File: config.mk
export PLATFORM = sky130hd
export DESIGN_NAME = fcfa_div
export DESIGN_NICKNAME = d
export VERILOG_FILES = /design/src/rtl/fcfa_pkg.sv /design/src/rtl/fcfa_div.sv
export SDC_FILE = /design/constraint.sdc
export NUM_CORES = 1
export LEC_CHECK = 0
export BUFFER_PORTS_ARGS = -buffer_cell sky130_fd_sc_hd__buf_2
export CORE_UTILIZATION = 30
export CTS_CLUSTER_SIZE = 40
export DETAILED_ROUTE_END_ITERATION = 10
export GPL_TIMING_DRIVEN = 0
export HOLD_SLACK_MARGIN = 0.1
export PLACE_DENSITY = 0.82
export REMOVE_ABC_BUFFERS = 1
export SLEW_MARGIN = 40
export SYNTH_ARGS = -nofsm -noshare
export SYNTH_HDL_FRONTEND = slang
export SYNTH_SLANG_ARGS = --single-unit
File: constraint.sdc
create_clock -name clk -period 0.8 [get_ports clk]
set_clock_uncertainty 0.05 [all_clocks]
set_input_delay 0.08 -clock clk [delete_from_list [all_inputs] [get_ports clk]]
set_output_delay 0.08 -clock clk [all_outputs]
set_load 0.01 [all_outputs]
File: src/rtl/fcfa_pkg.sv
`timescale 1ns / 1ps
`default_nettype none

package fcfa_pkg;

    // Fixed field widths.
    localparam int ENTRY_W   = 28;
    localparam int BYTES_W   = 24;
    localparam int IDX_W     = 10;
    localparam int ADDR_W    = 10;
    localparam int QUO_W     = BYTES_W + 1;
    localparam int CFG_IDX_W = 1;

    // Map entry codes.
    localparam logic [ENTRY_W-1:0] END_OF_CHAIN = 28'hFFFFFFF;
    localparam logic [ENTRY_W-1:0] EMPTY_ENTRY  = 28'h0000000;
    localparam logic [ENTRY_W-1:0] RSV_ZERO_RST = 28'hFFFFFF8;
    localparam logic [ENTRY_W-1:0] RSV_ONE_RST  = 28'hFFFFFFF;

    // First cluster that allocation may hand out.
    localparam int FIRST_FREE = 3;

    // Map entries with a fixed role on format.
    localparam int RSV_ZERO_IDX = 0;
    localparam int RSV_ONE_IDX  = 1;
    localparam int ROOT_IDX     = 2;

    typedef enum logic [1:0] {
        ACT_FILE   = 2'd0,
        ACT_FOLDER = 2'd1,
        ACT_LOOKUP = 2'd2,
        ACT_FORMAT = 2'd3
    } action_t;

    typedef enum logic [1:0] {
        ST_OK       = 2'd0,
        ST_NO_SPACE = 2'd1,
        ST_RANGE    = 2'd2
    } status_t;

    typedef enum logic [CFG_IDX_W-1:0] {
        REG_RSV_ZERO = 1'b0,
        REG_RSV_ONE  = 1'b1
    } cfg_reg_t;

    typedef enum logic [2:0] {
        S_FORMAT,
        S_IDLE,
        S_DIV,
        S_SCAN,
        S_LINK,
        S_LOOK,
        S_LOOK_WAIT,
        S_DONE
    } state_t;

    typedef struct packed {
        action_t              action;
        logic [BYTES_W-1:0]   byte_count;
        logic [IDX_W-1:0]     cluster_index;
    } in_word_t;

    typedef struct packed {
        status_t              status;
        logic [IDX_W-1:0]     start_cluster;
        logic [ENTRY_W-1:0]   entry_value;
    } out_word_t;

    typedef struct packed {
        logic                 rd_en;
        logic [ADDR_W-1:0]    rd_addr;
        logic                 wr_en;
        logic [ADDR_W-1:0]    wr_addr;
        logic [ENTRY_W-1:0]   wr_data;
    } map_req_t;

    typedef struct packed {
        logic                 done;
        logic [QUO_W-1:0]     quotient;
    } div_rsp_t;

endpackage

`default_nettype wire

File: src/rtl/fcfa_div.sv
`timescale 1ns / 1ps
`default_nettype none

module fcfa_div
    import fcfa_pkg::*;
#(
    parameter int DIVISOR = 2048
)
(
    input  wire logic                 clk,
    input  wire logic                 rst_n,
    input  wire logic                 start,
    input  wire logic [QUO_W-1:0]     dividend,
    output div_rsp_t                  rsp
);

    // Division by the constant cluster size as a multiply by the rounded-up
    // reciprocal. The shift covers the dividend width plus the base-2 log of
    // the divisor rounded up, so the truncated product is the exact quotient.
    localparam int LW = $clog2(DIVISOR);
    localparam int MW = QUO_W + 1;
    localparam int PW = QUO_W + MW;
    localparam int SH = QUO_W + LW;
    localparam longint unsigned RECIP =
        ((64'd1 << SH) + 64'(DIVISOR) - 64'd1) / 64'(DIVISOR);
    localparam logic [MW-1:0] RECIP_C = MW'(RECIP);

    logic                done_reg;
    logic [PW-1:0]       prod_reg;

    // The quotient is ready in the cycle after start.
    always_ff @(posedge clk or negedge rst_n)
    begin
        if (!rst_n)
        begin
            done_reg <= 1'b0;
        end
        else
        begin
            done_reg <= start;
        end
    end

    // Product of the dividend and the reciprocal.
    always_ff @(posedge clk)
    begin
        if (start)
        begin
            prod_reg <= PW'(dividend) * PW'(RECIP_C);
        end
    end

    assign rsp.done     = done_reg;
    assign rsp.quotient = QUO_W'(prod_reg[PW-1:SH]);

endmodule

`default_nettype wire

# Yosys cells after proc, flatten, opt, wreduce, memory -nomap -nowiden
# Index checks and enable logic that the tools add are counted.
# W data, S select, Z words.
# op_classes
addsub	0
multipliers	0
div	0
magnitude_cmp	0
eq_ne	0
shifts	0
n_mux	0
n_bitwise	0
reduce_logical	0
# word_totals
ff_bits	26
latchBits	0
ram_bits	0
rom_bits	0
out_inout_bits	26
elab_cells	2
n_memories	0

# Logic depth before layout (Yosys ltp)
# Gate-level depths: netlist of the first run.
# logic_depth
depth_word	0
ltp_mapped	1
mapped_depth_nobuf	0

# Worst setup path before layout of the first run
# Ideal clock, no wire load.
# synth_timing
kind	register to output
startpoint	register done_reg
endpoint	output port rsp[25] (netlist bit)
t_arrival_ns	0.467
t_required_ns	0.670
slack_ns	0.203
path_stages_with_launch	2
path_buffers	1
cell_sequence	dfrtp_1 -> buf_4
# synth_rtl
element	line_no	text
start, declared	fcfa_div.sv:28	logic done_reg;
start signal, assigned	fcfa_div.sv:40	done_reg <= start;
end, declared	fcfa_div.sv:14	output div_rsp_t rsp
# No word-level cell between the ends.

# Worst setup path after layout of the first run
# layout_timing
startpoint	register prod_reg[41]
endpoint	output port rsp[5] (netlist bit)
# layout_rtl
element	line_no	text
start, declared	fcfa_div.sv:29	logic [PW-1:0] prod_reg;
start signal, assigned	fcfa_div.sv:49	prod_reg <= PW'(dividend) * PW'(RECIP_C);
# No word-level cell between the ends.

==> impl_metrics.toml, run 1 <==
[status]
status = "complete, but fails checks"
violations = "negative setup slack"

[timing]
layout_min_cycle_time_ps = 931.6
timing.hold.ws_ps = 49.37
min_period_over_period_pct = 116.4
setup_viol = 16
maxSlewViolCount = 0
fmax_mhz = 1073
finalHoldViolCount = 0
worst_slack_ps = -131.6
rsz0062_at_grt = "yes"

[placed_design]
routabilityCongestion = 0.6081
place_area_sq_um = 671.9
numPortBuffers = 31
placed_cells = 81

[critical_path]
critPathLaunchType = "flip-flop"
critPathSlowestCell = "edfxtp_1"
critPathBufInv = 1
crit_required_ps = 670
slowest_delay_ps = 380
endpoint_kind = "primary output"
arrival_ps = 800
path_delay_family = "flip-flops"
path_cells = "buf_2"
path_class = "flip-flop to primary output"
crit_fanout = 1

[global_routing]
grt_usage_pct = 10.94
grt_pass1_wl_microns = 1421
overflow = 0
antenna_found_initial = 0
grt_max_degree = 16
grt_pass1_vias = 343

[clocking]
cts_max_level = 1
clock-root-buffer = "clkbuf_4"
cts_setup_buffers = 0
clk_pin_slew_worst_paths_ps = 80
cts_buffers = 3
cts_tree = "yes"
cts_num_sinks = 15
cts_buffer_depth = 2

[power_and_ir_drop]
ir_drop_v = 0.001243
internal-power_mw = 1.232
p_switching_mw = 0.3367
seqPwrFrac_pct = 59.6
power_density_mw_per_mm2 = 1827
p_leak_nw = 0.3881
netSwitchingFraction_pct = 21.47
power_frac_comb_pct = 14.2
finalPower_mw = 1.568
power.clock.fraction_pct = 26.2

[yosys]
netlist_area_sq_um = 539.3
ys_seq_area_share_pct = 82.60
yosys.cell_count.top_type = "edfxtp_1"
synth_cell_type_count = 4
synth_area_leader_cell = "edfxtp_1"
ys_seq_elements = 15
avgSynthCellArea_sq_um = 19.26
yosys_warnings = 0
synth_edf_count = 14
synth_top_area_share_pct = 77.96
postSynth.asyncResetShare_pct = 6.667
synth_area_leaders = "edfxtp_1 (78%), buf_4 (17%), dfrtp_1 (4.6%), conb_1 (0.70%)"
yosys-top-cells-count = "edfxtp_1 (14), buf_4 (12), conb_1 (1), dfrtp_1 (1)"
syn_inst = 28
synthFlopType = "edfxtp_1"

[layout]
diodes = 0
stdcell_count = 101
multi_input_area_sq_um = 41.29
area_delta_synth_final_pct = 59.16
finalNetCount = 106
fillers = 136
drive_gt1_share_pct = 44.16
largest_register_ffs = 14
regArea_sq_um = 445.4
fin_area_sq_um = 858.3
post-route-util_pct = 53.85

[worst_hold_path]
hp-class = "primary input to flip-flop"

[routing]
wl_microns = 925
viasPerCell = 3.475
vias = 351
drt-initial-drc-count = 0
wl_per_cell_microns = 9.158
antenna_left = 0
first_pass_iters = 1
drc = 0

[die]
die_w_microns = 44.40
core_sq_mm = 0.001594
start_util_pct = 33.83
die_area_sq_mm = 0.001971
row_count = 14
die_h_microns = 44.40
ios = 54

[flow_run]
cap_viol_max_count = 0
-- metrics by stage --
step                      setup slack, ps  TNS (ps)
after floorplan                     276.2         0
after global placement              49.35         0
after detailed placement            44.68         0
after CTS                          -144.2     -1863
after global routing               -182.0     -2373
final                              -131.6     -1602
-- timing repair --
action	4_1_cts	5_1_grt
endpoints found under the hold margin	16	2
gates resized for setup	0	0
setup endpoints to repair	15	16
hold buffers	16	1
-- cells in the final DEF (no fill, tap or decap) --
cell           instances
clkbuf_1               1
clkbuf_4               3
conb_1                11
buf_2                 31
dlygate4sd3_1         16
edfxtp_1              14
dfrtp_1                1
-- power by group through the flow --
stage / Clock (mW) / Sequential (mW) / Combinational, mW
after floorplan: 0 / 0.991 / 0.0223
after global placement: 0 / 0.953 / 0.160
after detailed placement: 0 / 0.954 / 0.161
after CTS: 0.432 / 0.936 / 0.220
after global routing: 0.479 / 0.940 / 0.244
final: 0.411 / 0.935 / 0.222
-- layer usage --
metal / track usage [%] / wire length, microns
met1: 10.37 / 311
met2: 19.71 / 550
met3: 3.673 / 63
met4: 7.273 / 0
met5: 0 / 0
-- path summary, 6_finish.rpt --
path	start	to	slack (ps)	cells past startpoint
min	start	done_reg	50	1
max in group asynchronous	rst_n	done_reg	0	3
max	prod_reg[41]	rsp[5]	-130	1
min in group asynchronous	rst_n	done_reg	620	3
-- cell families after synthesis --
group / Yosys count / share of synthesized area, %
buf+inv: 12 / 16.71
flops: 15 / 82.60
other cells: 1 / 0.6954
-- cell type report --
cell class / count / area share, %
multi-input cells: 11 / 4.810
flip-flops and latches: 15 / 51.90
clock buffers: 4 / 3.061
well taps: 24 / 3.499
repair buffers: 47 / 36.73
Note: power is estimated with default switching activity, not from simulation.
==> inputs of run 2 (changes only) <==
CORE_UTILIZATION = 33   (was 30)
PLACE_DENSITY = 0.85   (was 0.82)
clock period = 0.9 ns   (was 0.8 ns; I/O delays follow)
==> run 2 against run 1 <==
The run still ends with negative setup slack left; global-route usage increased by 1.3 points; largest cell class unchanged; sequential power decreased by 11%; die area decreased by 8.7%; routed wire length increased by 2.9%; clock power decreased by 9.5%; non-clock buffer count increased by 1; via count increased by 3.4%; highest routed layer unchanged.
==> impl_metrics.toml, run 2 (same netlist as run 1, synthesis figures left out) <==
[worst_hold_path]
min_from = "start"
holdPathStages = 1
hp-class = "primary input to flip-flop"

[die]
ios = 54
die_w_microns = 42.43
row_count = 14
core_sq_mm = 0.001524
start_util_pct = 35.39
die_area_sq_mm = 0.001800
die_h_microns = 42.43

[clocking]
clock-root-buffer = "clkbuf_4"
cts_tree = "yes"
cts_buffer_depth = 2
cts_max_level = 1
clk_pin_slew_worst_paths_ps = 90
cts_num_sinks = 15
cts_buffers = 3

[global_routing]
antenna_found_initial = 0
overflow = 0
grt_pass1_vias = 381
grt_max_degree = 16
grt_pass1_wl_microns = 1566
grt_usage_pct = 12.27

[critical_path]
slowest_delay_ps = 380
path_class = "flip-flop to primary output"
path_depth = 1
critPathBufInv = 1
critPathSlowestCell = "edfxtp_1"
path_cells = "buf_2"
crit_fanout = 1
crit_required_ps = 760
endpoint_kind = "primary output"
arrival_ps = 800
path_delay_family = "flip-flops"
critPathLaunchType = "flip-flop"
cp-startpoint = "prod_reg[47]"

[layout]
finalNetCount = 107
final_common_cell = "buf_2"
area_delta_synth_final_pct = 59.16
largest_register_ffs = 14
diodes = 0
drive_gt1_share_pct = 43.59
final_cell_mix = "buf_2 (31), dlygate4sd3_1 (17), edfxtp_1 (14), conb_1 (11), clkbuf_4 (3)"

[routing]
wl_microns = 952
wl_per_cell_microns = 10.13
first_pass_iters = 1
drc = 0
drt-initial-drc-count = 0
vias = 363
antenna_left = 0
viasPerCell = 3.862

[placed_design]
dp_slack_ps = 128.9
routabilityCongestion = 0.6183
place_hpwl_microns = 622.7
numPortBuffers = 31

[timing]
setup_viol = 15
maxSlewViolCount = 0
layout_min_cycle_time_ps = 941.6
finalHoldViolCount = 0
fmax_mhz = 1062
worst_slack_ps = -41.58
min_period_over_period_pct = 104.6
rsz0062_at_grt = "yes"
fin_setup_tns_ps = -312.5

[status]
status = "complete, but fails checks"
violations = "negative setup slack"

[power_and_ir_drop]
p_leak_nw = 0.3923
power_density_mw_per_mm2 = 1634
ir_drop_v = 0.0008988
finalPower_mw = 1.403

[flow_run]
cap_viol_max_count = 0
[run 2: cell types whose count changed in the layout (fill, tap and decap cells not counted), sizes merged]
cell,before,now
dlygate4sd3,16,17
[run 2: layout make-up]
class                           instances  area (sq um)
Sequential cell                        15         445.4
Tap cell                               16         20.02
Fill cell                             144         665.6
Timing Repair Buffer                   48         325.3
Clock buffer                            4         26.28
Multi-Input combinational cell         11         41.29
[run 2: worst paths after layout]
kind                                end
max                             rsp[11]
min                        prod_reg[45]
min in group asynchronous      done_reg
max in group asynchronous      done_reg
[run 2: timing repair]
| item | in CTS | in global routing |
|---|---|---|
| hold buffers | 17 | 0 |
| endpoints found under the hold margin | 16 | 0 |
| setup endpoints to repair | 15 | 15 |
| buffers inserted | 0 | 0 |
| gates resized for setup | 0 | 0 |
[run 2: metal layers]
metal	global-route usage (%)	routed length, microns
met4	7.500	0
met2	21.85	551
met1	11.90	318
met5	0	0
met3	4.310	82
[run 2: where the power goes]
part           internal (mW)  leakage [nW]  switching [mW]  total [mW]
combinational          0.105         0.229          0.0937       0.199
clock                  0.172        0.0150           0.201       0.372
sequential             0.821         0.149          0.0112       0.832
total                   1.10         0.392           0.305        1.40
[run 2: stage by stage]
stage               std cells  cell area (sq um)  utilization [%]  hold slack (ps)
finish                     94              858.3            56.32            172.4
CTS                        94              858.3            56.32            164.1
floorplan                  26              486.7                -           -255.6
global route               94              858.3            56.32            162.0
global placement           73              661.9            43.43           -185.0
detailed placement         73              661.9            43.43           -179.9
