<file path="src/rtl/fcfa_pkg.sv">
`timescale 1ns / 1ps
`default_nettype none

package fcfa_pkg;

    // Fixed field widths.
    localparam int ENTRY_W   = 28;
    localparam int BYTES_W   = 24;
    localparam int IDX_W     = 10;
    localparam int ADDR_W    = 10;
    localparam int QUO_W     = BYTES_W + 1;
    localparam int CFG_IDX_W = 1;

    // Map entry codes.
    localparam logic [ENTRY_W-1:0] END_OF_CHAIN = 28'hFFFFFFF;
    localparam logic [ENTRY_W-1:0] EMPTY_ENTRY  = 28'h0000000;
    localparam logic [ENTRY_W-1:0] RSV_ZERO_RST = 28'hFFFFFF8;
    localparam logic [ENTRY_W-1:0] RSV_ONE_RST  = 28'hFFFFFFF;

    // First cluster that allocation may hand out.
    localparam int FIRST_FREE = 3;

    // Map entries with a fixed role on format.
    localparam int RSV_ZERO_IDX = 0;
    localparam int RSV_ONE_IDX  = 1;
    localparam int ROOT_IDX     = 2;

    typedef enum logic [1:0] {
        ACT_FILE   = 2'd0,
        ACT_FOLDER = 2'd1,
        ACT_LOOKUP = 2'd2,
        ACT_FORMAT = 2'd3
    } action_t;

    typedef enum logic [1:0] {
        ST_OK       = 2'd0,
        ST_NO_SPACE = 2'd1,
        ST_RANGE    = 2'd2
    } status_t;

    typedef enum logic [CFG_IDX_W-1:0] {
        REG_RSV_ZERO = 1'b0,
        REG_RSV_ONE  = 1'b1
    } cfg_reg_t;

    typedef enum logic [2:0] {
        S_FORMAT,
        S_IDLE,
        S_DIV,
        S_SCAN,
        S_LINK,
        S_LOOK,
        S_LOOK_WAIT,
        S_DONE
    } state_t;

    typedef struct packed {
        action_t              action;
        logic [BYTES_W-1:0]   byte_count;
        logic [IDX_W-1:0]     cluster_index;
    } in_word_t;

    typedef struct packed {
        status_t              status;
        logic [IDX_W-1:0]     start_cluster;
        logic [ENTRY_W-1:0]   entry_value;
    } out_word_t;

    typedef struct packed {
        logic                 rd_en;
        logic [ADDR_W-1:0]    rd_addr;
        logic                 wr_en;
        logic [ADDR_W-1:0]    wr_addr;
        logic [ENTRY_W-1:0]   wr_data;
    } map_req_t;

    typedef struct packed {
        logic                 done;
        logic [QUO_W-1:0]     quotient;
    } div_rsp_t;

endpackage

`default_nettype wire

</file>
<file path="src/rtl/fcfa_ctrl.sv">
`timescale 1ns / 1ps
`default_nettype none

module fcfa_ctrl
    import fcfa_pkg::*;
#(
    parameter int MAP_ENTRIES   = 512,
    parameter int CLUSTER_BYTES = 2048
)
(
    input  wire logic                 clk,
    input  wire logic                 rst_n,
    input  wire logic                 in_valid,
    output logic                      in_ready,
    input  wire in_word_t             in_word,
    output logic                      out_valid,
    input  wire logic                 out_ready,
    output out_word_t                 out_word,
    input  wire logic [ENTRY_W-1:0]   rsv_zero,
    input  wire logic [ENTRY_W-1:0]   rsv_one,
    output map_req_t                  map_req,
    input  wire logic [ENTRY_W-1:0]   map_rd_data,
    output logic                      div_start,
    output logic [QUO_W-1:0]          div_dividend,
    input  wire div_rsp_t             div_rsp
);

    localparam int AW = $clog2(MAP_ENTRIES);
    localparam int CW = AW + 1;
    localparam logic [CW-1:0] FIRST_IDX = CW'(FIRST_FREE);
    localparam logic [CW-1:0] LAST_IDX  = CW'(MAP_ENTRIES - 1);
    localparam logic [CW-1:0] END_IDX   = CW'(MAP_ENTRIES);
    localparam logic [CW-1:0] ZERO_IDX  = CW'(RSV_ZERO_IDX);
    localparam logic [CW-1:0] ONE_IDX   = CW'(RSV_ONE_IDX);
    localparam logic [CW-1:0] ROOT_I    = CW'(ROOT_IDX);
    localparam logic [IDX_W:0] MAP_LIMIT = (IDX_W + 1)'(MAP_ENTRIES);
    localparam logic [QUO_W-1:0] ROUND_UP = QUO_W'(CLUSTER_BYTES - 1);

    state_t             state_reg;
    state_t             state_next;
    logic [CW-1:0]      ptr_reg;
    logic [CW-1:0]      run_reg;
    logic [AW-1:0]      start_reg;
    logic [AW-1:0]      end_reg;
    logic [QUO_W-1:0]   need_reg;
    logic               rd_valid_reg;
    logic [AW-1:0]      rd_addr_reg;
    logic               boot_reg;
    out_word_t          res_reg;
    logic               out_valid_reg;
    out_word_t          out_word_reg;

    logic               accept;
    action_t            eff_action;
    logic               out_of_range;
    logic               slot_free;
    logic               scan_issue;
    logic               entry_empty;
    logic [CW-1:0]      run_inc;
    logic               scan_hit;
    logic               scan_fail;
    logic [AW-1:0]      link_first;
    logic               link_last;
    logic [ENTRY_W-1:0] fmt_data;

    // Request decode and scan bookkeeping.
    always_comb
    begin
        accept       = in_valid && (state_reg == S_IDLE);
        eff_action   = in_word.action;
        if ((in_word.action == ACT_FILE) && (in_word.byte_count == '0))
        begin
            eff_action = ACT_FOLDER;
        end
        out_of_range = ({1'b0, in_word.cluster_index} >= MAP_LIMIT);
        slot_free    = !out_valid_reg || out_ready;
        scan_issue   = (ptr_reg != END_IDX);
        entry_empty  = (map_rd_data == EMPTY_ENTRY);
        run_inc      = run_reg + CW'(1);
        scan_hit     = rd_valid_reg && entry_empty && (QUO_W'(run_inc) >= need_reg);
        scan_fail    = !rd_valid_reg && !scan_issue;
        link_first   = (run_reg == '0) ? rd_addr_reg : start_reg;
        link_last    = (ptr_reg[AW-1:0] == end_reg);
    end

    // Value that format places in the entry under the pointer.
    always_comb
    begin
        priority if (ptr_reg == ZERO_IDX)
        begin
            fmt_data = boot_reg ? RSV_ZERO_RST : rsv_zero;
        end
        else if (ptr_reg == ONE_IDX)
        begin
            fmt_data = boot_reg ? RSV_ONE_RST : rsv_one;
        end
        else if (ptr_reg == ROOT_I)
        begin
            fmt_data = END_OF_CHAIN;
        end
        else
        begin
            fmt_data = EMPTY_ENTRY;
        end
    end

    // Next state.
    always_comb
    begin
        state_next = state_reg;
        unique case (state_reg)
            S_FORMAT:
            begin
                if (ptr_reg == LAST_IDX)
                begin
                    state_next = boot_reg ? S_IDLE : S_DONE;
                end
            end
            S_IDLE:
            begin
                if (accept)
                begin
                    unique case (eff_action)
                        ACT_FILE:   state_next = S_DIV;
                        ACT_FOLDER: state_next = S_SCAN;
                        ACT_LOOKUP: state_next = out_of_range ? S_DONE : S_LOOK;
                        ACT_FORMAT: state_next = S_FORMAT;
                        default:    state_next = S_IDLE;
                    endcase
                end
            end
            S_DIV:
            begin
                if (div_rsp.done)
                begin
                    state_next = S_SCAN;
                end
            end
            S_SCAN:
            begin
                if (scan_hit)
                begin
                    state_next = S_LINK;
                end
                else if (scan_fail)
                begin
                    state_next = S_DONE;
                end
            end
            S_LINK:
            begin
                if (link_last)
                begin
                    state_next = S_DONE;
                end
            end
            S_LOOK:      state_next = S_LOOK_WAIT;
            S_LOOK_WAIT: state_next = S_DONE;
            S_DONE:
            begin
                if (slot_free)
                begin
                    state_next = S_IDLE;
                end
            end
            default:     state_next = S_IDLE;
        endcase
    end

    // Memory requests, divider start and handshake outputs.
    always_comb
    begin
        map_req         = '0;
        map_req.rd_addr = ADDR_W'(ptr_reg[AW-1:0]);
        map_req.wr_addr = ADDR_W'(ptr_reg[AW-1:0]);
        unique case (state_reg)
            S_FORMAT:
            begin
                map_req.wr_en   = 1'b1;
                map_req.wr_data = fmt_data;
            end
            S_SCAN:
            begin
                map_req.rd_en = scan_issue;
            end
            S_LINK:
            begin
                map_req.wr_en   = 1'b1;
                map_req.wr_data = link_last ? END_OF_CHAIN
                                            : ENTRY_W'(ptr_reg + CW'(1));
            end
            S_LOOK:
            begin
                map_req.rd_en = 1'b1;
            end
            default:
            begin
                map_req.rd_en = 1'b0;
            end
        endcase
        in_ready     = (state_reg == S_IDLE);
        div_start    = accept && (eff_action == ACT_FILE);
        div_dividend = QUO_W'(in_word.byte_count) + ROUND_UP;
        out_valid    = out_valid_reg;
        out_word     = out_word_reg;
    end

    // Control registers.
    always_ff @(posedge clk or negedge rst_n)
    begin
        if (!rst_n)
        begin
            state_reg     <= S_FORMAT;
            ptr_reg       <= '0;
            boot_reg      <= 1'b1;
            rd_valid_reg  <= 1'b0;
            out_valid_reg <= 1'b0;
        end
        else
        begin
            state_reg    <= state_next;
            rd_valid_reg <= (state_reg == S_SCAN) && scan_issue && !scan_hit;

            // Pointer used by the sweep, the scan, the link pass and lookup.
            unique case (state_reg)
                S_FORMAT:
                begin
                    ptr_reg <= ptr_reg + CW'(1);
                    if (ptr_reg == LAST_IDX)
                    begin
                        boot_reg <= 1'b0;
                    end
                end
                S_IDLE:
                begin
                    if (accept)
                    begin
                        unique case (eff_action)
                            ACT_LOOKUP: ptr_reg <= CW'(in_word.cluster_index[AW-1:0]);
                            ACT_FORMAT: ptr_reg <= '0;
                            default:    ptr_reg <= FIRST_IDX;
                        endcase
                    end
                end
                S_SCAN:
                begin
                    if (scan_hit)
                    begin
                        ptr_reg <= CW'(link_first);
                    end
                    else if (scan_issue)
                    begin
                        ptr_reg <= ptr_reg + CW'(1);
                    end
                end
                S_LINK:
                begin
                    ptr_reg <= ptr_reg + CW'(1);
                end
                default:
                begin
                    ptr_reg <= ptr_reg;
                end
            endcase

            // Output register: loaded once the result is complete.
            if ((state_reg == S_DONE) && slot_free)
            begin
                out_valid_reg <= 1'b1;
            end
            else if (out_ready)
            begin
                out_valid_reg <= 1'b0;
            end
        end
    end

    // Scan and result datapath.
    always_ff @(posedge clk)
    begin
        rd_addr_reg <= ptr_reg[AW-1:0];
        unique case (state_reg)
            S_IDLE:
            begin
                res_reg <= '{status: (accept && (eff_action == ACT_LOOKUP) && out_of_range)
                                     ? ST_RANGE : ST_OK,
                             start_cluster: '0,
                             entry_value: '0};
                run_reg <= '0;
                need_reg <= QUO_W'(1);
            end
            S_DIV:
            begin
                need_reg <= div_rsp.quotient;
            end
            S_SCAN:
            begin
                if (scan_hit)
                begin
                    start_reg <= link_first;
                    end_reg   <= rd_addr_reg;
                end
                else if (rd_valid_reg)
                begin
                    if (entry_empty)
                    begin
                        run_reg <= run_inc;
                        if (run_reg == '0)
                        begin
                            start_reg <= rd_addr_reg;
                        end
                    end
                    else
                    begin
                        run_reg <= '0;
                    end
                end
                else if (scan_fail)
                begin
                    res_reg.status <= ST_NO_SPACE;
                end
            end
            S_LINK:
            begin
                if (link_last)
                begin
                    res_reg.start_cluster <= IDX_W'(start_reg);
                end
            end
            S_LOOK_WAIT:
            begin
                res_reg.entry_value <= map_rd_data;
            end
            S_DONE:
            begin
                if (slot_free)
                begin
                    out_word_reg <= res_reg;
                end
            end
            default:
            begin
                run_reg <= run_reg;
            end
        endcase
    end

endmodule

`default_nettype wire

</file>
<file path="config.mk">
export PLATFORM = sky130hd
export DESIGN_NAME = fcfa_ctrl
export DESIGN_NICKNAME = d
export VERILOG_FILES = /design/src/rtl/fcfa_pkg.sv /design/src/rtl/fcfa_ctrl.sv
export SDC_FILE = /design/constraint.sdc
export NUM_CORES = 1
export LEC_CHECK = 0
export ABC_AREA = 0
export BUFFER_PORTS_ARGS = -buffer_cell sky130_fd_sc_hd__buf_2
export CORE_UTILIZATION = 55
export DETAILED_ROUTE_END_ITERATION = 8
export GPL_TIMING_DRIVEN = 1
export HOLD_SLACK_MARGIN = 0.15
export PLACE_DENSITY = 0.86
export SYNTH_ARGS = -nofsm -noshare
export SYNTH_HDL_FRONTEND = slang
export SYNTH_SLANG_ARGS = --single-unit
</file>
<file path="constraint.sdc">
create_clock -name clk -period 4.7 [get_ports clk]
set_input_delay 0.47 -clock clk [delete_from_list [all_inputs] [get_ports clk]]
set_output_delay 0.47 -clock clk [all_outputs]
set_load 0.03 [all_outputs]
</file>
Word-level counts from Yosys, hierarchy flattened. Cells that the tools add are included.

Multipliers: 0. Divide/modulo/power cells: 0. Bitwise gates (word level): 0. Shift operators: 0. Eq/ne operators: 26. Mux-type cells: 45. Add/sub/neg operators: 4. $lt $le $gt $ge: 2. Reductions and logical operators: 41.

Operators by type and width (number): two-way mux 28 bit (6); case mux 28 bit (2 select lines) (2); two-way mux 10 bit (7); case mux 25 bit (2 select lines) (1); case mux 10 bit (2 select lines) (2); two-way mux 9 bit (4); case mux 10 bit (3 select lines) (1); zero test 28 bit (1); adder 24 x 11 -> 25 bit, second input constant (1); >= comparator 10 x 25 -> 1 bit (1); zero test 24 bit (1); two-way mux 3 bit (8); case mux 3 bit (8 select lines) (1); adder 10 x 1 -> 10 bit, second input constant (2); zero test 10 bit (2); case mux 9 bit (2 select lines) (1); != test 2 bit, second input constant (8); nonzero test 2 bit (7); equality test 3 bit, second input constant (4); two-way mux 2 bit (6); case mux 3 bit (4 select lines) (1); adder 10 x 1 -> 11 bit, second input constant (1); logical AND 1 bit (11); equality test 10 x 1 -> 1 bit, second input constant (1); other kinds (24) (38).

Memory bits (read-only): 0. Logic and storage cells: 134. Bits in writable memories: 0. Flip-flop bits (word level): 158. Output and inout bits: 118. Input port bits: 150. Latch bits: 0. Memories kept: 0.

Longest topological paths before layout. Gate-level depths: netlist of run 1.

Depth after elaboration: 8. Depth in mapped cells: 14. Gate-level depth less buffers: 13.

Worst setup path after synthesis of run 1. Ideal clock, no wire load.

Kind: register to register. Start: reg run_reg[0]. End: reg run_reg[0], enable pin. Data required time: 4.320 ns. Buffers on the path: 0. Data arrival time: 2.648 ns. Setup time: 0.380 ns. Setup slack: 1.672 ns. Period minus slack after synthesis: 3.028 ns. Cell stages (with the launch flop): 12. Cells stage by stage: edfxtp_1 ha_1 nand4_1 nor2_1 xor2_1 ha_1 a21o_1 a221oi_1 nand2_1 nand4_1 nand2_1 a21oi_1.

Longest elaborated chain between the ends: 5.

RTL lines: start: declaration (line fcfa_ctrl.sv:42) `logic [CW-1:0] run_reg;`; start signal: assignment (line fcfa_ctrl.sv:307) `run_reg <= run_inc;`; start signal: assignment (line fcfa_ctrl.sv:343) `run_reg <= run_reg;`; adder 10 x 1 -> 10 bit (line fcfa_ctrl.sv:79) `run_inc = run_reg + CW'(1);`; net run_inc[6] (line fcfa_ctrl.sv:59) `logic [CW-1:0] run_inc;`; >= comparator 10 x 25 -> 1 bit (line fcfa_ctrl.sv:80) `scan_hit = rd_valid_reg && entry_empty && (QUO_W'(run_inc) >= need_reg);`; logical AND 1 bit (line fcfa_ctrl.sv:80); != test 2 bit (no line); AND reduction 3 bit (no line).

The timed path passes the listed nets, and every way through them passes these cells. A chain may end at the register's enable or synchronous reset.

==> results of run 1 <==
## per-layer routing
metal,vias to the layer above,track usage,part of all wire
met4,0,0.1124,0.022
met5,-,0,0
met2,338,0.4786,0.50
met1,3219,0.3331,0.40
li1,3197,-,-
met3,33,0.05403,0.073
## cell type report
class                      instances  area share
multi-input combinational        493      0.3184
sequential                       156      0.4429
antenna                            3   0.0007364
timing repair buffer             275      0.1379
tap                              184     0.02258
clock inverter                    13     0.02099
clock buffer                      19     0.04246
inverter                          38     0.01399
## worst reg2reg max path, stage by stage, from the launching register on
cell and delay [ns]:
edfxtp_1 0.46, ha_1 0.24, nand4_1 0.13, nor2_1 0.18, xor2_1 0.21, ha_1 0.27
a21o_1 0.16, a221oi_1 0.56, nand2_1 0.11, nand4_1 0.11, nand2_1 0.06, a21oi_1 0.79
## power by group
group          total [mW]  switching, mW  internal, mW  leakage, nW
logic                2.37           1.63         0.750         2.72
registers            2.36          0.282          2.08         1.52
clock network        1.49          0.545         0.947        0.308
total                6.23           2.45          3.77         4.55
## cell families (layout without fill, tap and decap cells)
family,Yosys count,count (layout)
XOR/XNOR,45,45
other,1,6
multiplexers,11,11
adder cells (fa/ha/maj),18,18
buffers and inverters,97,345
AO/OA/AOI/OAI,142,142
AND/OR/NAND/NOR,274,274
flip-flops,156,156
## cells in the final DEF (no fill, tap or decap), types with 10 or more instances in the layout
cell type  instances
a21oi_1           29
a31oi_1           10
and2_1            53
and3_1            19
buf_2            264
buf_4             10
clkbuf_16         17
dfrtp_1           15
edfxtp_1         131
ha_1              18
inv_1             38
nand2_1           60
nand3_1           21
nand4_1           11
nor2_1            38
nor2b_1           11
nor3_1            14
nor4_1            23
o21ai_0           33
o311ai_1          12
xnor2_1           24
xor2_1            21
## worst max path at each step
stage / from / end / slack (ns) / cells past startpoint
after floorplan: run_reg[0]$_SDFFCE_PN0P_ / run_reg[0]$_SDFFCE_PN0P_ / 1.67 / 11
after global placement: ptr_reg[2]$_DFFE_PN0P_ / map_req[10] / 1.23 / 8
after detailed placement: run_reg[0]$_SDFFCE_PN0P_ / run_reg[6]$_SDFFCE_PN0P_ / 1.10 / 11
after CTS: ptr_reg[2]$_DFFE_PN0P_ / map_req[10] / 0.67 / 8
after global routing: ptr_reg[2]$_DFFE_PN0P_ / map_req[10] / 0.40 / 8
final: ptr_reg[2]$_DFFE_PN0P_ / map_req[10] / 0.70 / 8
## through the flow
step           total power [mW]  setup WS (ns)  hold slack, ns
2_1_floorplan             4.148          1.672          0.1744
3_3_place_gp              4.644          1.228          0.4004
3_5_place_dp              4.728          1.102          0.4045
4_1_cts                   6.235         0.6652          0.3064
5_1_grt                   6.609         0.3977          0.3161
6_report                  6.227         0.6999          0.3231
==> summary.txt, run 1 <==
Outcome
  – Outcome: complete, no violations

CTS
  – # hold bufs at CTS: 1
  – # clock sinks: 156
  – CTS tree: done
  – H-tree depth: 4
  – Clk_lat worst skew: 0.42 ns
  – Root Driver: clkbuf_16
  – CTS Buffer Depth: 2
  – Post-CTS sizing: 0
  – CTS buffer count: 17
  – Clock transition at the registers of the reported paths: 0.07 ns
  – Setup Fix Bufs, Post-CTS: 0

Yosys
  – Post-synthesis cell area: 8198 sq um
  – Synth top cells by count: 131 x edfxtp_1, 60 x nand2_1, 53 x and2_1
  – Mapped Avg Cell Area: 11.02 sq um
  – Number of synthesized register bits: 156
  – Synth Area in Compound Gates: 0.1195
  – Main combinational cell family by area after synthesis: simple AND/OR/NAND/NOR gates
  – Synth cell types: 66
  – Count leader, synth: edfxtp_1
  – Adder-cell area share of the yosys netlist: 0.02747
  – Ys flop type: edfxtp_1
  – EDFF count, synth: 131
  – Synth top area share: 0.4799
  – Synth Instances: 744
  – Yosys warning count: 0
  – XOR/XNOR share of the synthesized area: 0.04808
  – Simple-gate share of the synthesized area: 0.1815
  – Sequential area share after synthesis: 0.5508
  – Synth area leader: edfxtp_1
  – Share of flip-flops with an asynchronous set or reset: 0.1026
  – Post-synthesis mux area share: 0.01496
  – Top cells by area, synth: edfxtp_1 48%, dfrtp_1 4.6%, and2_1 4.0%

Critical path
  – CP max stage delay: 0.81 ns
  – Reg2reg setup slack: 1.06 ns
  – Maximum fanout along the worst path: 28
  – CP arrival: 3.53 ns
  – CP max-delay cell: nor3b_4
  – CP delay by family, top: simple AND/OR/NAND/NOR gates
  – Crit. End Element: output port
  – CP Class: reg -> out
  – Worst setup SP type: flop
  – Critical Path RT: 4.23 ns
  – CP Cell Sequence: or4_4, nor4_4, nor3b_4, o21ai_0, nand2_1, o311ai_0, o21ai_0, buf_2
  – R2r startpoint: run_reg[0]$_SDFFCE_PN0P_
  – Worst path most repeated cell: o21ai_0
  – Reg2reg path depth: 11
  – Reg-to-Reg End: run_reg[9]$_SDFFCE_PN0P_
  – Worst path bufs/invs: 1

Cells and area
  – Nets@finish: 1149
  – Fillers: 1073
  – Area of the multi-input gates: 3246 sq um
  – Fraction of layout cells with a size suffix above 1: 0.3390
  – P&R area growth vs syn: 24.36%
  – Layout Cells excl Fill: 1181
  – Final Util: 0.7014
  – FF+latch area: 4516 sq um
  – Fin area: 10190 sq um

STA
  – Fmax: 250.0 MHz
  – Max Clock Skew: 0.008811 ns
  – Relative slew slack: 0.09377
  – Final setup fails: 0
  – Final setup TNS: 0 ns
  – Actual slew at the worst max-slew pin: 1.347 ns
  – Period minus WS final: 4.000 ns
  – Final count of pins violating max slew: 0
  – Hold Vio Cnt, Final: 0
  – RSZ-0062 raised after global routing: false
  – Final worst-path cycle share: 0.8511

Global route
  – Number of global-route vias before repair: 6294
  – First-pass GRT wire length: 31.48 mm
  – GRT overflow: 0
  – Global-route usage over all layers: 0.2751
  – Largest net degree at the start of global routing: 50
  – Initial antenna violation count: 3

Detailed routing
  – Vias: 6787
  – Post-route DRC: 0
  – Antenna viol nets, final: 0
  – DRT iter0 DRCs: 768
  – Detailed Route WL: 20.99 mm
  – Vias per cell: 5.747
  – Drt first pass iters: 7
  – Routed wire per std cell: 17.77 um

Power and ir drop
  – VDD IR max: 0.0003477 V
  – LEAKAGE: 4.550 nW
  – Pwr dens: 610.8 nW/um^2

Floorplan
  – Site row count: 44
  – Chip height: 124.1 um
  – Core box area: 14530 sq um
  – Die width: 124.1 um
  – IO Pins: 268
  – Initial Util: 0.5640
  – Area of the die: 15400 sq um

Flow run
  – # Max-Cap Violations: 0

Placed design
  – Placer congestion estimate: 0.9320
  – Dpl hpwl: 15.48 mm
  – Placed Area: 9530 sq um
  – I/O Buffers: 264
  – Inst Count DP: 1145

Worst hold path
  – Hold worst-path end: need_reg[6]$_SDFFCE_PN0N_
  – Worst hold path depth: 2
  – Hold_sp: div_rsp[6]
  – Min-delay worst type: in -> reg
Note: power is estimated with default switching activity, not from simulation.
==> run 2: changes to the inputs <==
- CORE_UTILIZATION: 55 -> 51
- PLACE_DENSITY: 0.86 -> 0.8
- clock period: 4.7 -> 4.4 ns (I/O delays scaled with it)
==> run 2 against run 1 <==
Utilization down 4.5 points. Clock power down 12%. Critical endpoint is now map_req[5]. Wire length down 0.44%. Global-route usage down 1.6 points. Sequential cell count unchanged. Critical path depth down 1. Clock skew down 0.00082 ns.
==> summary.txt, run 2 (synthesized netlist as in run 1, its figures left out) <==
Floorplan
  – Site row count: 45 (+2.3%)
  – Chip height: 128.8 um (+3.8%)
  – Initial Util: 0.5314 (-0.03266)
  – Core box area: 15430 sq um (+6.1%)
  – IO Pins: 268 (unchanged)
  – Area of the die: 16590 sq um (+7.7%)
  – Die width: 128.8 um (+3.8%)

Cells and area
  – Fraction of layout cells with a size suffix above 1: 0.3404 (+0.001327)
  – Most common cell after layout, fill and taps aside: buf_2
  – Fillers: 1225 (+14%)
  – Fin area: 10130 sq um (-0.67%)
  – Nets@finish: 1151 (+0.17%)
  – P&R area growth vs syn: 23.52%
  – Layout Cells excl Fill: 1208 (+2.3%)
  – Commonest non-fill, non-tap cells in the layout: 264 x buf_2, 131 x edfxtp_1, 60 x nand2_1

STA
  – Period minus WS final: 3.891 ns
  – Hold Vio Cnt, Final: 0 (unchanged)
  – Worst Slack Setup Final: 0.5095 ns (-0.1904 ns)
  – Final setup TNS: 0 ns (unchanged)
  – Actual slew at the worst max-slew pin: 1.174 ns (-0.1731 ns)
  – Final count of pins violating max slew: 0 (unchanged)
  – Relative slew slack: 0.2174 (+0.1237)
  – Max Clock Skew: 0.007992 ns (-0.0008198 ns)
  – Final worst-path cycle share: 0.8842
  – RSZ-0062 raised after global routing: false
  – Fmax: 257.0 MHz
  – Final setup fails: 0 (unchanged)

Critical path
  – Reg2reg path depth: 13 (+2)
  – CP Cell Sequence: or4_4, nor4_4, nor3b_4, o21ai_0, a21oi_1, o221a_2, buf_2
  – Crit. End Element: output port
  – Reg2reg setup slack: 0.90 ns (-0.16 ns)
  – CP max stage delay: 0.82 ns (about the same)
  – Worst setup SP type: flop
  – Critical Path RT: 3.96 ns (-0.27 ns)
  – CP max-delay cell: nor3b_4
  – CP Class: reg -> out
  – CP arrival: 3.45 ns (-0.08 ns)
  – Maximum fanout along the worst path: 28 (unchanged)

Flow run
  – # Max-Cap Violations: 0 (unchanged)

CTS
  – Clk_lat worst skew: 0.43 ns (about the same)
  – CTS tree: done
  – CTS buffer count: 17 (unchanged)
  – Root Driver: clkbuf_16
  – H-tree depth: 4 (unchanged)
  – Clock transition at the registers of the reported paths: 0.06 ns (about the same)
  – # clock sinks: 156 (unchanged)
  – CTS Buffer Depth: 2 (unchanged)
  – Post-CTS sizing: 0 (unchanged)

Placed design
  – Dpl hpwl: 15.61 mm (+0.79%)
  – Placer congestion estimate: 0.8991 (-3.5%)
  – I/O Buffers: 264 (unchanged)
  – Placed Area: 9579 sq um (+0.51%)
  – Pre-CTS setup slack: 0.9396 ns (-0.1623 ns)
  – Inst Count DP: 1174 (+2.5%)

Detailed routing
  – Post-route DRC: 0 (unchanged)
  – Routed wire per std cell: 17.30 um (-2.7%)
  – Detailed Route WL: 20.90 mm (-0.44%)
  – Vias: 6683 (-1.5%)
  – DRT iter0 DRCs: 457 (-40%)
  – Vias per cell: 5.532 (-3.7%)
  – Antenna viol nets, final: 0 (unchanged)
  – Drt first pass iters: 5 (-2)

Worst hold path
  – Min-delay worst type: in -> reg
  – Worst hold path depth: 2 (unchanged)

Global route
  – Largest net degree at the start of global routing: 40 (-20%)
  – GRT overflow: 0 (unchanged)
  – Number of global-route vias before repair: 6309 (+0.24%)
  – Global-route usage over all layers: 0.2596 (-0.01555)
  – First-pass GRT wire length: 32.22 mm (+2.3%)
  – Initial antenna violation count: 1 (-2)

Power and ir drop
  – LEAKAGE: 4.499 nW (-1.1%)
  – Pwr dens: 629.7 nW/um^2 (+3.1%)
  – Power, Total: 6.377 mW (+2.4%)
  – VDD IR max: 0.0003147 V (-9.5%)

Outcome
  – Outcome: complete, no violations
-- run 2: metrics by stage --
| step | util | hold WS [ns] |
|---|---|---|
| detailed placement | 0.6209 | 0.3906 |
| finish | 0.6564 | 0.2908 |
| floorplan | - | 0.1444 |
| global route | 0.6562 | 0.2843 |
| CTS | 0.6562 | 0.2743 |
| global placement | 0.6209 | 0.3886 |
-- run 2: worst paths after layout --
kind	end	from
min in group asynchronous	ptr_reg[4]$_DFFE_PN0P_	rst_n
min	need_reg[24]$_SDFFCE_PN0N_	div_rsp[24]
max reg2reg	ptr_reg[1]$_DFFE_PN0P_	run_reg[0]$_SDFFCE_PN0P_
max in group asynchronous	boot_reg$_DFFE_PN1P_	rst_n
min reg2reg	out_word[15]$_DFFE_PP_	res_reg[15]$_SDFFCE_PP0P_
max	map_req[5]	ptr_reg[2]$_DFFE_PN0P_
-- run 2: timing repair --
action | CTS | global route
hold endpoints to repair | 15 | 0
buffers inserted | 0 | 0
hold buffers | 1 | 0
-- run 2: area by class of cell --
class                      instances  area (sq um)  area share
sequential                       156          4516      0.4459
timing repair buffer             277          1421      0.1404
clock buffer                      21         460.4     0.04547
antenna                            1         2.502   0.0002471
inverter                          38         142.6     0.01409
clock inverter                    11         73.82    0.007290
tap                              211         264.0     0.02607
multi-input combinational        493          3246      0.3205
-- run 2: layer usage --
| metal | vias to the layer above | global-route usage | part of all wire |
|---|---|---|---|
| met2 | 334 | 0.4474 | 0.49 |
| met5 | - | 0 | 0 |
| li1 | 3203 | - | - |
| met1 | 3110 | 0.3158 | 0.41 |
| met4 | 0 | 0.1003 | 0.021 |
| met3 | 36 | 0.06112 | 0.077 |
-- run 2: critical path, delay by kind of cell, from the launching register on --
family	cells	cell delay [ns]
DFF	1	0.51
AOI/OAI and AO/OA	3	0.61
buffers and inverters	1	0.19
and+or+nand+nor	3	1.70
-- run 2: power by group --
group          switching [mW]  internal, mW  total [mW]
registers               0.291          2.22        2.51
clock network           0.568         0.745        1.31
logic                    1.75         0.809        2.55
==> run 3: changes to the inputs <==
- CORE_UTILIZATION: 51 -> 46
- PLACE_DENSITY: 0.8 -> 0.76
- clock period: 4.4 -> 3.2 ns (I/O delays scaled with it)
==> run 3 against run 2 <==
The flow now finishes with violations (negative setup slack). First-iteration DRC count grew 23%. Die area grew 11%. Wire length grew 4.9%. Power grew 48%. Sequential share of layout area shrank 2.6 points. Critical endpoint is now map_req[1].
==> summary.txt, run 3 (synthesized netlist as in run 1, its figures left out) <==
Critical path
  – R2r startpoint: run_reg[0]$_SDFFCE_PN0P_
  – Maximum fanout along the worst path: 7 (-75%)
  – Worst setup SP type: flop
  – CP Class: reg -> out
  – Critical Path RT: 2.88 ns (-1.08 ns)
  – CP arrival: 2.90 ns (-0.55 ns)
  – Reg-to-Reg End: run_reg[3]$_SDFFCE_PN0P_
  – Reg2reg path depth: 13 (unchanged)
  – Crit. End Element: output port
  – Reg2reg setup slack: 0.12 ns (-0.78 ns)

Detailed routing
  – Drt first pass iters: 5 (unchanged)
  – DRT iter0 DRCs: 563 (+23%)
  – Detailed Route WL: 21.93 mm (+4.9%)
  – Post-route DRC: 0 (unchanged)
  – Antenna viol nets, final: 0 (unchanged)
  – Vias: 6819 (+2.0%)
  – Routed wire per std cell: 17.41 um (+0.66%)
  – Vias per cell: 5.416 (-2.1%)

CTS
  – Clk_lat worst skew: 0.42 ns (about the same)
  – Root Driver: clkbuf_16
  – H-tree depth: 4 (unchanged)
  – # clock sinks: 156 (unchanged)
  – CTS tree: done
  – CTS Buffer Depth: 2 (unchanged)
  – Clock transition at the registers of the reported paths: 0.06 ns (about the same)
  – CTS buffer count: 17 (unchanged)

STA
  – Hold Slack: 0.1733 ns (-0.1175 ns)
  – Relative slew slack: 0.5485 (+0.3310)
  – Hold Vio Cnt, Final: 0 (unchanged)
  – Worst Slack Setup Final: -0.02067 ns (-0.5301 ns)
  – Final setup fails: 1 (+1)
  – Final worst-path cycle share: 1.006
  – Max Clock Skew: 0.006937 ns (-0.001054 ns)
  – Actual slew at the worst max-slew pin: 0.6773 ns (-0.4966 ns)
  – RSZ-0062 raised after global routing: true
  – Final setup TNS: -0.02067 ns (-0.02067 ns)
  – Period minus WS final: 3.221 ns
  – Fmax: 310.5 MHz
  – Final count of pins violating max slew: 0 (unchanged)

Power and ir drop
  – Clock network power share: 0.194 (-0.012)
  – Sw frac: 0.3997 (-0.008775)
  – Sequential group share of total power: 0.356 (-0.038)
  – LEAKAGE: 4.742 nW (+5.4%)
  – Internal cell power: 5.671 mW (+50%)
  – Pwr dens: 877.8 nW/um^2 (+39%)
  – Power, Total: 9.446 mW (+48%)
  – Sw Pwr: 3.775 mW (+45%)
  – Logic pwr share: 0.450 (+0.049)
  – VDD IR max: 0.0004655 V (+48%)

Cells and area
  – Nets@finish: 1189 (+3.3%)
  – Most common cell after layout, fill and taps aside: buf_2
  – Fraction of layout cells with a size suffix above 1: 0.3772 (+0.03681)
  – Layout Cells excl Fill: 1259 (+4.2%)
  – Commonest non-fill, non-tap cells in the layout: 236 x buf_2, 131 x edfxtp_1, 60 x nand2_1
  – Fillers: 1401 (+14%)
  – Fin area: 10760 sq um (+6.3%)
  – FF+latch area: 4516 sq um (unchanged)
  – P&R area growth vs syn: 31.27%
  – ANT cells: 0 (-1)
  – Final Util: 0.6200 (-0.03634)
  – Area of the multi-input gates: 3339 sq um (+2.9%)

Floorplan
  – Core box area: 17360 sq um (+13%)
  – Die width: 135.5 um (+5.2%)
  – Site row count: 48 (+6.7%)
  – Initial Util: 0.4723 (-0.05907)
  – IO Pins: 268 (unchanged)
  – Area of the die: 18360 sq um (+11%)
  – Chip height: 135.5 um (+5.2%)

Flow run
  – # Max-Cap Violations: 0 (unchanged)

Outcome
  – Outcome: complete, but fails checks
  – Failing checks: negative setup slack

Worst hold path
  – Worst hold path depth: 2 (unchanged)
  – Hold worst-path end: need_reg[17]$_SDFFCE_PN0N_
  – Hold_sp: div_rsp[17]
  – Min-delay worst type: in -> reg

Placed design
  – Placer congestion estimate: 0.8837 (-1.7%)
  – Inst Count DP: 1211 (+3.2%)
  – Dpl hpwl: 16.20 mm (+3.8%)
  – Pre-CTS setup slack: 0.06649 ns (-0.8731 ns)
  – I/O Buffers: 264 (unchanged)
  – Placed Area: 9782 sq um (+2.1%)

Global route
  – First-pass GRT wire length: 31.93 mm (-0.88%)
  – Number of global-route vias before repair: 6265 (-0.70%)
  – Initial antenna violation count: 0 (-1)
  – GRT overflow: 0 (unchanged)
  – Global-route usage over all layers: 0.2309 (-0.02873)
  – Largest net degree at the start of global routing: 40 (unchanged)
## run 3: layout make-up
cell class	instances	share of cell area
inverter	38	0.01325
multi-input combinational	493	0.3103
sequential	156	0.4196
tap	225	0.02616
timing repair buffer	315	0.1808
clock buffer	21	0.04093
clock inverter	11	0.008952
## run 3: worst max path at each step
| stage | slack, ns | startpoint | endpoint |
|---|---|---|---|
| global placement | 0.24 | run_reg[0]$_SDFFCE_PN0P_ | ptr_reg[6]$_DFFE_PN0P_ |
| global route | -0.17 | ptr_reg[8]$_DFFE_PN0P_ | map_req[1] |
| CTS | 0.01 | ptr_reg[2]$_DFFE_PN0P_ | map_req[19] |
| floorplan | 0.17 | run_reg[0]$_SDFFCE_PN0P_ | run_reg[0]$_SDFFCE_PN0P_ |
| detailed placement | 0.07 | run_reg[0]$_SDFFCE_PN0P_ | ptr_reg[2]$_DFFE_PN0P_ |
| finish | -0.02 | ptr_reg[8]$_DFFE_PN0P_ | map_req[1] |
## run 3: power by group through the flow
stage	logic, mW	clock network, mW	registers (mW)
after floorplan	2.38	0	3.71
after global placement	3.70	0	3.38
after detailed placement	3.74	0	3.40
after CTS	3.80	1.87	3.37
after global routing	4.59	1.95	3.43
final	4.25	1.83	3.37
## run 3: repair_timing
item                                    4_1_cts  5_1_grt
gates cloned                                  0        3
endpoints found under the setup margin       25       49
pin swaps                                     1       52
hold endpoints to repair                     16        0
setup buffers                                 3        9
resized for setup                             1      122
hold buffers                                  1        0
## run 3: critical path, cell delays in order, from the launching register on
cell,delay [ns]
dfrtp_1,0.38
or4_4,0.55
nor4_4,0.38
nor3b_4,0.28
buf_4,0.16
buf_12,0.12
o211ai_1,0.11
o311ai_2,0.13
o311a_1,0.24
buf_6,0.14
## run 3: routing by layer
layer / wire (um) / GRT usage / up-vias
li1: - / - / 3277
met1: 9037 / 0.2820 / 3202
met2: 11030 / 0.4017 / 319
met3: 1678 / 0.06435 / 21
met4: 183 / 0.05618 / 0
met5: 0 / 0 / -
